### src/sv/lpac_pkg.sv
// Package with the shared types and constants of the level pump and alarm control unit.
package lpac_pkg;

    localparam int LevelW   = 15;
    localparam int DelayW   = 13;
    localparam int SampleW  = 16;
    localparam int CountW   = 16;
    localparam int AddrW    = 5;
    localparam int DataW    = 32;
    localparam int IndexW   = 3;

    localparam logic [LevelW-1:0] SensorRangeReset = 15'h7FFF;
    localparam logic [CountW-1:0] CountMax         = 16'hFFFF;

    typedef enum logic [IndexW-1:0] {
        REG_SENSOR_RANGE = 3'd0,
        REG_START_LEVEL  = 3'd1,
        REG_STOP_LEVEL   = 3'd2,
        REG_LOW_LIMIT    = 3'd3,
        REG_HIGH_LIMIT   = 3'd4,
        REG_ALARM_DELAY  = 3'd5
    } reg_index_t;

    typedef struct packed {
        logic pump_demand;
        logic low_alarm;
        logic high_alarm;
        logic alarm_relay;
    } result_t;

endpackage

### src/sv/level_pump_alarm_control_unit.sv
// Top level of the single-channel level pump and alarm control unit.
// A result goes to the output register, or to the skid entry while that register is full and not read.
// Throughput: one sample per cycle while s_ready is high; the state update and result are one compare stage.
// A two-entry output buffer keeps s_ready high while a single result waits for m_ready.
// Synchronous active-low reset clears the flags, countdowns and output valid bits,
// and returns the configuration registers to their reset values.
module level_pump_alarm_control_unit #(
    parameter int TICKS_PER_SECOND = 10
) (
    input  logic                              aclk,
    input  logic                              aresetn,
    input  logic                              psel,
    input  logic                              penable,
    input  logic                              pwrite,
    input  logic [lpac_pkg::AddrW-1:0]        paddr,
    input  logic [lpac_pkg::DataW-1:0]        pwdata,
    output logic [lpac_pkg::DataW-1:0]        prdata,
    output logic                              pready,
    input  logic                              s_valid,
    output logic                              s_ready,
    input  logic signed [lpac_pkg::SampleW-1:0] s_level_sample,
    output logic                              m_valid,
    input  logic                              m_ready,
    output logic                              m_pump_demand,
    output logic                              m_low_alarm,
    output logic                              m_high_alarm,
    output logic                              m_alarm_relay
);

    localparam int TickW  = $clog2(TICKS_PER_SECOND + 1);
    localparam int ProdRaw = lpac_pkg::DelayW + TickW;
    localparam int ProdW  = (ProdRaw > lpac_pkg::CountW) ? ProdRaw : lpac_pkg::CountW + 1;

    logic [lpac_pkg::LevelW-1:0] sensor_range_reg;
    logic [lpac_pkg::LevelW-1:0] start_level_reg;
    logic [lpac_pkg::LevelW-1:0] stop_level_reg;
    logic [lpac_pkg::LevelW-1:0] low_limit_reg;
    logic [lpac_pkg::LevelW-1:0] high_limit_reg;
    logic [lpac_pkg::DelayW-1:0] alarm_delay_reg;

    logic                        demand_flag_reg, demand_flag_next;
    logic                        low_flag_reg, low_flag_next;
    logic                        high_flag_reg, high_flag_next;
    logic [lpac_pkg::CountW-1:0] low_count_reg, low_count_next;
    logic [lpac_pkg::CountW-1:0] high_count_reg, high_count_next;

    logic                        out_valid_reg;
    lpac_pkg::result_t           out_data_reg;
    logic                        skid_valid_reg;
    lpac_pkg::result_t           skid_data_reg;

    logic                        cfg_write;
    lpac_pkg::reg_index_t        cfg_index;
    logic                        push;
    logic                        pop;
    logic                        sample_valid;
    logic [lpac_pkg::LevelW-1:0] level;
    logic [ProdW-1:0]            reload_prod;
    logic [lpac_pkg::CountW-1:0] reload;
    lpac_pkg::result_t           result_next;

    assign pready    = 1'b1;
    assign cfg_write = psel && penable && pwrite && pready;
    assign cfg_index = lpac_pkg::reg_index_t'(paddr[lpac_pkg::AddrW-1:2]);

    always_ff @(posedge aclk) begin
        if (!aresetn) begin
            sensor_range_reg <= lpac_pkg::SensorRangeReset;
            start_level_reg  <= '0;
            stop_level_reg   <= '0;
            low_limit_reg    <= '0;
            high_limit_reg   <= '0;
            alarm_delay_reg  <= '0;
        end else if (cfg_write) begin
            unique case (cfg_index)
                lpac_pkg::REG_SENSOR_RANGE: sensor_range_reg <= pwdata[lpac_pkg::LevelW-1:0];
                lpac_pkg::REG_START_LEVEL:  start_level_reg  <= pwdata[lpac_pkg::LevelW-1:0];
                lpac_pkg::REG_STOP_LEVEL:   stop_level_reg   <= pwdata[lpac_pkg::LevelW-1:0];
                lpac_pkg::REG_LOW_LIMIT:    low_limit_reg    <= pwdata[lpac_pkg::LevelW-1:0];
                lpac_pkg::REG_HIGH_LIMIT:   high_limit_reg   <= pwdata[lpac_pkg::LevelW-1:0];
                lpac_pkg::REG_ALARM_DELAY:  alarm_delay_reg  <= pwdata[lpac_pkg::DelayW-1:0];
                default: ;
            endcase
        end
    end

    always_comb begin
        unique case (cfg_index)
            lpac_pkg::REG_SENSOR_RANGE: prdata = lpac_pkg::DataW'(sensor_range_reg);
            lpac_pkg::REG_START_LEVEL:  prdata = lpac_pkg::DataW'(start_level_reg);
            lpac_pkg::REG_STOP_LEVEL:   prdata = lpac_pkg::DataW'(stop_level_reg);
            lpac_pkg::REG_LOW_LIMIT:    prdata = lpac_pkg::DataW'(low_limit_reg);
            lpac_pkg::REG_HIGH_LIMIT:   prdata = lpac_pkg::DataW'(high_limit_reg);
            lpac_pkg::REG_ALARM_DELAY:  prdata = lpac_pkg::DataW'(alarm_delay_reg);
            default:                    prdata = '0;
        endcase
    end

    // The reload value saturates at the full countdown range.
    assign reload_prod = ProdW'(alarm_delay_reg) * ProdW'(TICKS_PER_SECOND);
    assign reload      = (reload_prod > ProdW'(lpac_pkg::CountMax)) ? lpac_pkg::CountMax
                                                                    : reload_prod[lpac_pkg::CountW-1:0];

    assign level        = s_level_sample[lpac_pkg::LevelW-1:0];
    assign sample_valid = !s_level_sample[lpac_pkg::SampleW-1] && (level != '0)
                          && (level <= sensor_range_reg);

    always_comb begin
        demand_flag_next = demand_flag_reg;
        if (!sample_valid || (start_level_reg >= stop_level_reg)) begin
            demand_flag_next = 1'b0;
        end else if (start_level_reg > level) begin
            demand_flag_next = 1'b1;
        end else if (stop_level_reg < level) begin
            demand_flag_next = 1'b0;
        end
    end

    always_comb begin
        low_flag_next   = low_flag_reg;
        high_flag_next  = high_flag_reg;
        low_count_next  = low_count_reg;
        high_count_next = high_count_reg;
        if (!sample_valid) begin
            low_flag_next   = 1'b0;
            high_flag_next  = 1'b0;
            low_count_next  = reload;
            high_count_next = reload;
        end else if (low_limit_reg > level) begin
            if (low_count_reg != '0) begin
                low_count_next = low_count_reg - lpac_pkg::CountW'(1);
            end else begin
                low_flag_next  = 1'b1;
                high_flag_next = 1'b0;
            end
        end else if ((high_limit_reg != '0) && (high_limit_reg < level)) begin
            if (high_count_reg != '0) begin
                high_count_next = high_count_reg - lpac_pkg::CountW'(1);
            end else begin
                low_flag_next  = 1'b0;
                high_flag_next = 1'b1;
            end
        end else begin
            // In the neutral band both countdowns reload; low releases above start, high below stop.
            low_count_next  = reload;
            high_count_next = reload;
            if ((low_flag_reg && (start_level_reg < level))
                || (high_flag_reg && (stop_level_reg > level))) begin
                low_flag_next  = 1'b0;
                high_flag_next = 1'b0;
            end
        end
    end

    assign result_next.pump_demand = demand_flag_next;
    assign result_next.low_alarm   = low_flag_next;
    assign result_next.high_alarm  = high_flag_next;
    assign result_next.alarm_relay = low_flag_next || high_flag_next;

    assign s_ready = !skid_valid_reg;
    assign push    = s_valid && s_ready;
    assign pop     = out_valid_reg && m_ready;

    always_ff @(posedge aclk) begin
        if (!aresetn) begin
            demand_flag_reg <= 1'b0;
            low_flag_reg    <= 1'b0;
            high_flag_reg   <= 1'b0;
            low_count_reg   <= '0;
            high_count_reg  <= '0;
        end else if (push) begin
            demand_flag_reg <= demand_flag_next;
            low_flag_reg    <= low_flag_next;
            high_flag_reg   <= high_flag_next;
            low_count_reg   <= low_count_next;
            high_count_reg  <= high_count_next;
        end
    end

    always_ff @(posedge aclk) begin
        if (!aresetn) begin
            out_valid_reg  <= 1'b0;
            skid_valid_reg <= 1'b0;
        end else if (pop) begin
            if (skid_valid_reg) begin
                skid_valid_reg <= 1'b0;
            end else begin
                out_valid_reg <= push;
            end
        end else if (push) begin
            if (!out_valid_reg) begin
                out_valid_reg <= 1'b1;
            end else begin
                skid_valid_reg <= 1'b1;
            end
        end
    end

    always_ff @(posedge aclk) begin
        if (pop) begin
            if (skid_valid_reg) begin
                out_data_reg <= skid_data_reg;
            end else if (push) begin
                out_data_reg <= result_next;
            end
        end else if (push) begin
            if (!out_valid_reg) begin
                out_data_reg <= result_next;
            end else begin
                skid_data_reg <= result_next;
            end
        end
    end

    assign m_valid       = out_valid_reg;
    assign m_pump_demand = out_data_reg.pump_demand;
    assign m_low_alarm   = out_data_reg.low_alarm;
    assign m_high_alarm  = out_data_reg.high_alarm;
    assign m_alarm_relay = out_data_reg.alarm_relay;

    assert property (@(posedge aclk) disable iff (!aresetn)
        skid_valid_reg |-> out_valid_reg)
        else $error("Skid entry held without a result in the output register.");

    assert property (@(posedge aclk) disable iff (!aresetn)
        !(low_flag_reg && high_flag_reg))
        else $error("Low and high alarms latched together.");

    assert property (@(posedge aclk) disable iff (!aresetn)
        (push && !sample_valid) |=> (!low_flag_reg && !high_flag_reg && !demand_flag_reg
                                     && (low_count_reg == high_count_reg)))
        else $error("Invalid sample did not clear the alarms and demand.");

    assert property (@(posedge aclk) disable iff (!aresetn)
        $rose(skid_valid_reg) |-> $past(out_valid_reg && !m_ready))
        else $error("Skid entry filled while the output was free.");

endmodule

### config.mk
export PLATFORM = sky130hd
export DESIGN_NAME = level_pump_alarm_control_unit
export DESIGN_NICKNAME = d
export VERILOG_FILES = /design/src/sv/lpac_pkg.sv /design/src/sv/level_pump_alarm_control_unit.sv
export SDC_FILE = /design/constraint.sdc
export NUM_CORES = 1
export LEC_CHECK = 0
export BUFFER_PORTS_ARGS = -buffer_cell sky130_fd_sc_hd__buf_2
export CAP_MARGIN = 20
export CORE_ASPECT_RATIO = 0.6
export CORE_MARGIN = 2
export CORE_UTILIZATION = 60
export CTS_CLUSTER_DIAMETER = 60
export DETAILED_ROUTE_END_ITERATION = 12
export MAX_ROUTING_LAYER = met4
export PLACE_DENSITY_LB_ADDON = 0.12
export SLEW_MARGIN = 5
export SYNTH_ARGS = -nofsm -noshare
export SYNTH_HDL_FRONTEND = slang
export SYNTH_SLANG_ARGS = --single-unit
### constraint.sdc
create_clock -name aclk -period 3.8 [get_ports aclk]
set_input_delay 0.57 -clock aclk [delete_from_list [all_inputs] [get_ports aclk]]
set_output_delay 0.57 -clock aclk [all_outputs]
set_load 0.02 [all_outputs]
; ---- After elaboration in Yosys (flattened, before gate mapping)
; Cells that the tools add are included.
[totals]
output_inout_bits = 39
in_bits = 60
register_bits = 133
[op_classes]
n_reduce_logical = 35
muxes = 33
n_mul = 1
n_bitwise = 2
eq_ne = 11
magnitude_cmp = 9
n_addsub = 2
[ops]
columns = cell, count
row1 = $mux 16, 9
row2 = $pmux 15 s6, 1
row3 = $gt 15x15->1, 3
row4 = $lt 15x15->1, 3
row5 = $reduce_bool 16->1, 2
row6 = $sub 16x1->16 const B, 2
row7 = $reduce_bool 15->1, 2
row8 = $mux 4, 5
row9 = $mux 1, 18
row10 = $gt 17x16->1 const B, 1
row11 = $mul 13x3->16 const B, 1
row12 = $reduce_and 2->1, 8
row13 = $ge 15x15->1, 1
row14 = $le 15x15->1, 1
row15 = $reduce_and 3->1, 4
row16 = $logic_and 1x1->1, 9
row17 = $eq 3x2->1 const B, 2
row18 = $eq 3x3->1 const B, 2
row19 = $ne 3x2->1 const B, 2
row20 = $ne 2x2->1 const B, 2
row21 = $reduce_bool 2->1, 2
row22 = $eq 3x1->1 const B, 1
row23 = $logic_not 1->1, 3
row24 = $logic_not 3->1, 1
row25 = other kinds (5), 8

; ---- Depth between registers and ports, before layout
[logic_depth]
word_depth = 11
mapped_depth = 12
depth_no_buf = 11

; ---- Worst setup path after synthesis
; No wires, ideal clock.
[synth_timing]
path_kind = reg-to-reg
from = register alarm_delay_reg[1] (netlist name)
to = register low_count_reg[4] (netlist name)
period_less_slack_ns = 3.166
stages_incl_launch_ff = 12
slack_ns = 0.634
t_arrival_ns = 3.035
setup_time_ns = 0.131
n_path_buf = 1
path_cell_list = dfxtp_1 ha_1 ha_1 fa_1 a21oi_1 o21ai_0 a2111oi_2 nor3b_1 o21a_1 buf_2 o311ai_0 o22ai_2
[synth_via]
elab_chain_cells = 6
[synth_lines]
columns = element, line
row1 = "start, declared", level_pump_alarm_control_unit.sv:39  ; logic [lpac_pkg::DelayW-1:0] alarm_delay_reg;
row2 = "start signal, assigned", level_pump_alarm_control_unit.sv:81  ; lpac_pkg::REG_ALARM_DELAY: alarm_delay_reg <= pwdata[lpac_pkg::DelayW-1:0];
row3 = $mul 13x3->16 *, level_pump_alarm_control_unit.sv:100  ; assign reload_prod = ProdW'(alarm_delay_reg) * ProdW'(TICKS_PER_SECOND);
row4 = $gt 17x16->1, level_pump_alarm_control_unit.sv:101  ; assign reload = (reload_prod > ProdW'(lpac_pkg::CountMax)) ? lpac_pkg::CountMax
row5 = $mux 16 *, level_pump_alarm_control_unit.sv:101
row6 = $mux 16, level_pump_alarm_control_unit.sv:136  ; end else if ((high_limit_reg != '0) && (high_limit_reg < level)) begin
row7 = $mux 16, level_pump_alarm_control_unit.sv:129  ; end else if (low_limit_reg > level) begin
row8 = $mux 16 *, level_pump_alarm_control_unit.sv:124  ; if (!sample_valid) begin
row9 = "end signal, assigned", level_pump_alarm_control_unit.sv:175  ; low_count_reg <= low_count_next;
row10 = "end, declared", level_pump_alarm_control_unit.sv:44  ; logic [lpac_pkg::CountW-1:0] low_count_reg, low_count_next;
; Mark *: on every way between the ends. The rest lies on a longest branch, timed or not. The select of a mux whose other input is x is not followed.
; A chain may end at the register's enable or synchronous reset.

; ---- Final worst setup path
[layout_timing]
from = register alarm_delay_reg[3] (netlist name)
to = register high_count_reg[13] (netlist name)
[layout_via]
elab_chain_cells = 6
[layout_lines]
columns = element, line
row1 = $mul 13x3->16 *, level_pump_alarm_control_unit.sv:100
row2 = $gt 17x16->1, level_pump_alarm_control_unit.sv:101
row3 = $mux 16 *, level_pump_alarm_control_unit.sv:101
row4 = $mux 16, level_pump_alarm_control_unit.sv:136
row5 = $mux 16, level_pump_alarm_control_unit.sv:129
row6 = $mux 16 *, level_pump_alarm_control_unit.sv:124
row7 = "end signal, assigned", level_pump_alarm_control_unit.sv:176  ; high_count_reg <= high_count_next;
row8 = "end, declared", level_pump_alarm_control_unit.sv:45  ; logic [lpac_pkg::CountW-1:0] high_count_reg, high_count_next;
; Marked as above.

==> run_results.csv <==
group,metric,value,unit
layout,fin_util,67.7,%
global_routing,grt_pass1_wl,45100,um
timing,hold_slack,0.457,ns
clock_network,tritoncts,"built",
global_routing,antenna_found_initial,0,
placed_design,dp.cells,1407,
die,ioPinCount,99,
global_routing,grt_usage,37.2,%
timing,period_minus_slack,3.50,ns
timing,hold_viol_final,0,
logic_synthesis,ys_seq_area_share,29.5,%
logic_synthesis,ys.flop_type,"dfxtp_1",
hold_path,hp-class,"in2reg",
timing,slew_headroom,24.7,%
worst_setup_path,cpPeakStageDelay,0.50,ns
placed_design,place_congestion,0.963,
global_routing,grt_pass1_vias,7970,
clock_network,clkTransAtPathRegs,0.06,ns
placed_design,io_buffers,61,
timing,rsz0062_at_grt,"false",
timing,fin_setup_tns,0,ns
logic_synthesis,synth.avg_cell_area,7.89,sq um
worst_setup_path,cp_common_cell,"ha_1",
placed_design,pre_cts_slack,0.234,ns
placed_design,hpwl,22000,um
layout,syn2layout_area_growth,10.8,%
routing,post_drt_wl_per_cell,20.4,um
layout,final_cell_count_no_fill,1439,
worst_setup_path,worst_setup_path_end_kind,"flip-flop",
logic_synthesis,syn_inst,1179,
die,start_util,61.1,%
flow_run,cap_violations,0,
timing,skew,0.00982,ns
routing,wl_met2,10500,um
logic_synthesis,ys_ff_latch,133,
worst_setup_path,crit_arrival,3.82,ns
routing,drcViolationCount,0,
logic_synthesis,yosysTopAreaCell,"dfxtp_1",
clock_network,cts_inserted_buffers,17,
logic_synthesis,yosysWarnings,0,
routing,drt_iter0_drc,982,
worst_setup_path,cp_slowest_cell,"a2111oi_2",
pwr,peakVddDrop,0.213,mV
die,core,15200,sq um
clock_network,cts_htree_levels,4,
layout,fin_nets,1397,
timing,min_period_over_period,92.0,%
outcome,status,"finished clean",
timing,slew_viol_final,0,
timing,worst_slack,0.303,ns
pwr,combPwrFrac,13.3,%
die,dieArea,16600,sq um
clock_network,clock_sinks,133,
worst_setup_path,path_cells,"ha_1 > ha_1 > fa_1 > a21oi_1 > o21ai_0 > a2111oi_2 > nor3b_1 > o21a_2 > nor3_1 > a41oi_1 > o221a_2",
pwr,p_sw,1.02,mW
clock_network,ctsLongestPathBuffers,2,
die,rows,35,
routing,routed_wl,29300,um
worst_setup_path,cp_data_required_time,4.12,ns
routing,vias_per_cell,6.26,
logic_synthesis,async_reset_ff_share,0,%
worst_setup_path,start_kind,"flip-flop",
worst_setup_path,crit_fanout,16,
clock_network,cts_hold_buffers,0,
placed_design,placedInstanceArea,9740,sq um
timing,max_freq,0.286,GHz
pwr,p_seq_share,40.7,%
pwr,power_frac_clock,46.0,%
die,dieWidth,165,um
routing,wl_met3,4260,um
layout,drive_above_1_share,12.2,%
clock_network,clk-insertion-delay-late,0.42,ns
routing,top_layer,"met4",
routing,drt-met1-wl,14000,um
global_routing,grt-ovfl-total,0,
global_routing,grt_max_degree,77,
logic_synthesis,yosysUniqueCellTypes,73,
routing,antenna_left,0,
worst_setup_path,critPathKind,"reg2reg",
logic_synthesis,synth-edff-count,8,
logic_synthesis,netlist_area,9300,sq um
layout,antenna_cells,0,
routing,first_pass_iters,7,
layout,design_area,10300,sq um
clock_network,clockRootBuffer,"clkbuf_16",
logic_synthesis,yosys.area.top_type_share,26.9,%
logic_synthesis,yosys-top-cells-area,"dfxtp_1 (27%), ha_1 (15%), a21oi_1 (7.9%)",
pwr,powerDensity,347,nW/um^2
routing,vias,9013,
timing,tightest_slew,1.12,ns
timing,finalSetupViolations,0,
die,dieHeight,100,um
pwr,finalPower,3.58,mW
pwr,p_int,2.56,mW
pwr,swShare,28.5,%
pwr,p_leak,4.40,nW
cell type report:
class	instances	area, sq um
multi-input cells	923	6010
fillers	1284	4930
flip-flops and latches	133	2740
repair buffers	85	498
clock buffers	18	439
well taps	203	254
inverters	63	236
clock inverters	14	134
layout by cell type, fill, tap and decap left out, types with 8 or more instances in the layout:
cell and instances:
nor4_1 11, a21oi_1 147, o21ai_0 57, nor3_1 24, buf_2 61, o21a_1 9
nor2_1 76, nand3_1 26, or3_1 10, a21o_1 11, nand2_1 193, nand4_1 11
mux2i_1 34, o221ai_1 9, buf_4 23, clkbuf_16 17, mux2_2 10, ha_1 113
o211ai_1 23, inv_1 62, conb_1 18, a211oi_1 12, edfxtp_1 8, dfxtp_1 125
power groups by stage:
stage          combinational, mW  sequential, mW  clock [mW]
2_1_floorplan              0.311            1.48           0
3_3_place_gp               0.452            1.48           0
3_5_place_dp               0.458            1.48           0
4_1_cts                    0.460            1.45        1.65
5_1_grt                    0.518            1.46        1.70
6_report                   0.477            1.45        1.65
cell families (layout without fill, tap and decap cells):
kind of cell               after synthesis  after routing  share of synthesized area (%)
AOI/OAI and AO/OA                      333            333                           22.2
other                                    2             18                         0.0807
buffers and inverters                  139            180                           6.66
DFF                                    133            133                           29.5
adders and majority gates              114            114                           15.4
and+or+nand+nor                        403            403                           19.9
xor gates and xnor gates                 8              8                          0.753
muxes                                   47             47                           5.51
critical path: cells and delay by family (launching register included):
| kind | cells | cell delay [ns] |
|---|---|---|
| AND/OR/NAND/NOR | 2 | 0.38 |
| adder cells (fa/ha/maj) | 3 | 0.94 |
| flip-flops | 1 | 0.42 |
| AO/OA/AOI/OAI | 6 | 1.66 |
what timing repair did:
item,4_1_cts,5_1_grt
resized for setup,0,4
setup endpoints to repair,0,4
buffers inserted,0,0
worst paths after layout:
kind | from | to | slack (ns) | cells past startpoint
worst max-delay path | alarm_delay_reg[3] | high_count_reg[13] | 0.30 | 11
worst min-delay path | s_valid | skid_valid_reg | 0.46 | 3
worst max register to register | alarm_delay_reg[3] | high_count_reg[13] | 0.30 | 11
worst min register to register | start_level_reg[0] | start_level_reg[0] | 0.46 | 2
Yosys cell counts, types with 10 or more instances:
master / number
a21oi_1: 147
nand4_1: 11
a21o_1: 11
a211oi_1: 12
mux2i_1: 34
or3_1: 10
clkbuf_1: 45
nand2_1: 193
dfxtp_1: 125
inv_1: 62
o21ai_0: 57
nand3_1: 26
ha_1: 113
o21a_1: 10
buf_4: 19
nor3_1: 25
nor2_1: 76
o311ai_0: 10
o211ai_1: 23
nor4_1: 11
mux2_2: 10
layer usage:
layer / vias to the layer above / GRT usage (%)
li1: 4327 / -
met1: 4138 / 57.0
met2: 504 / 44.6
met3: 44 / 13.5
met4: 0 / 8.90
met5: - / -
Note: power is estimated with default switching activity, not from simulation.
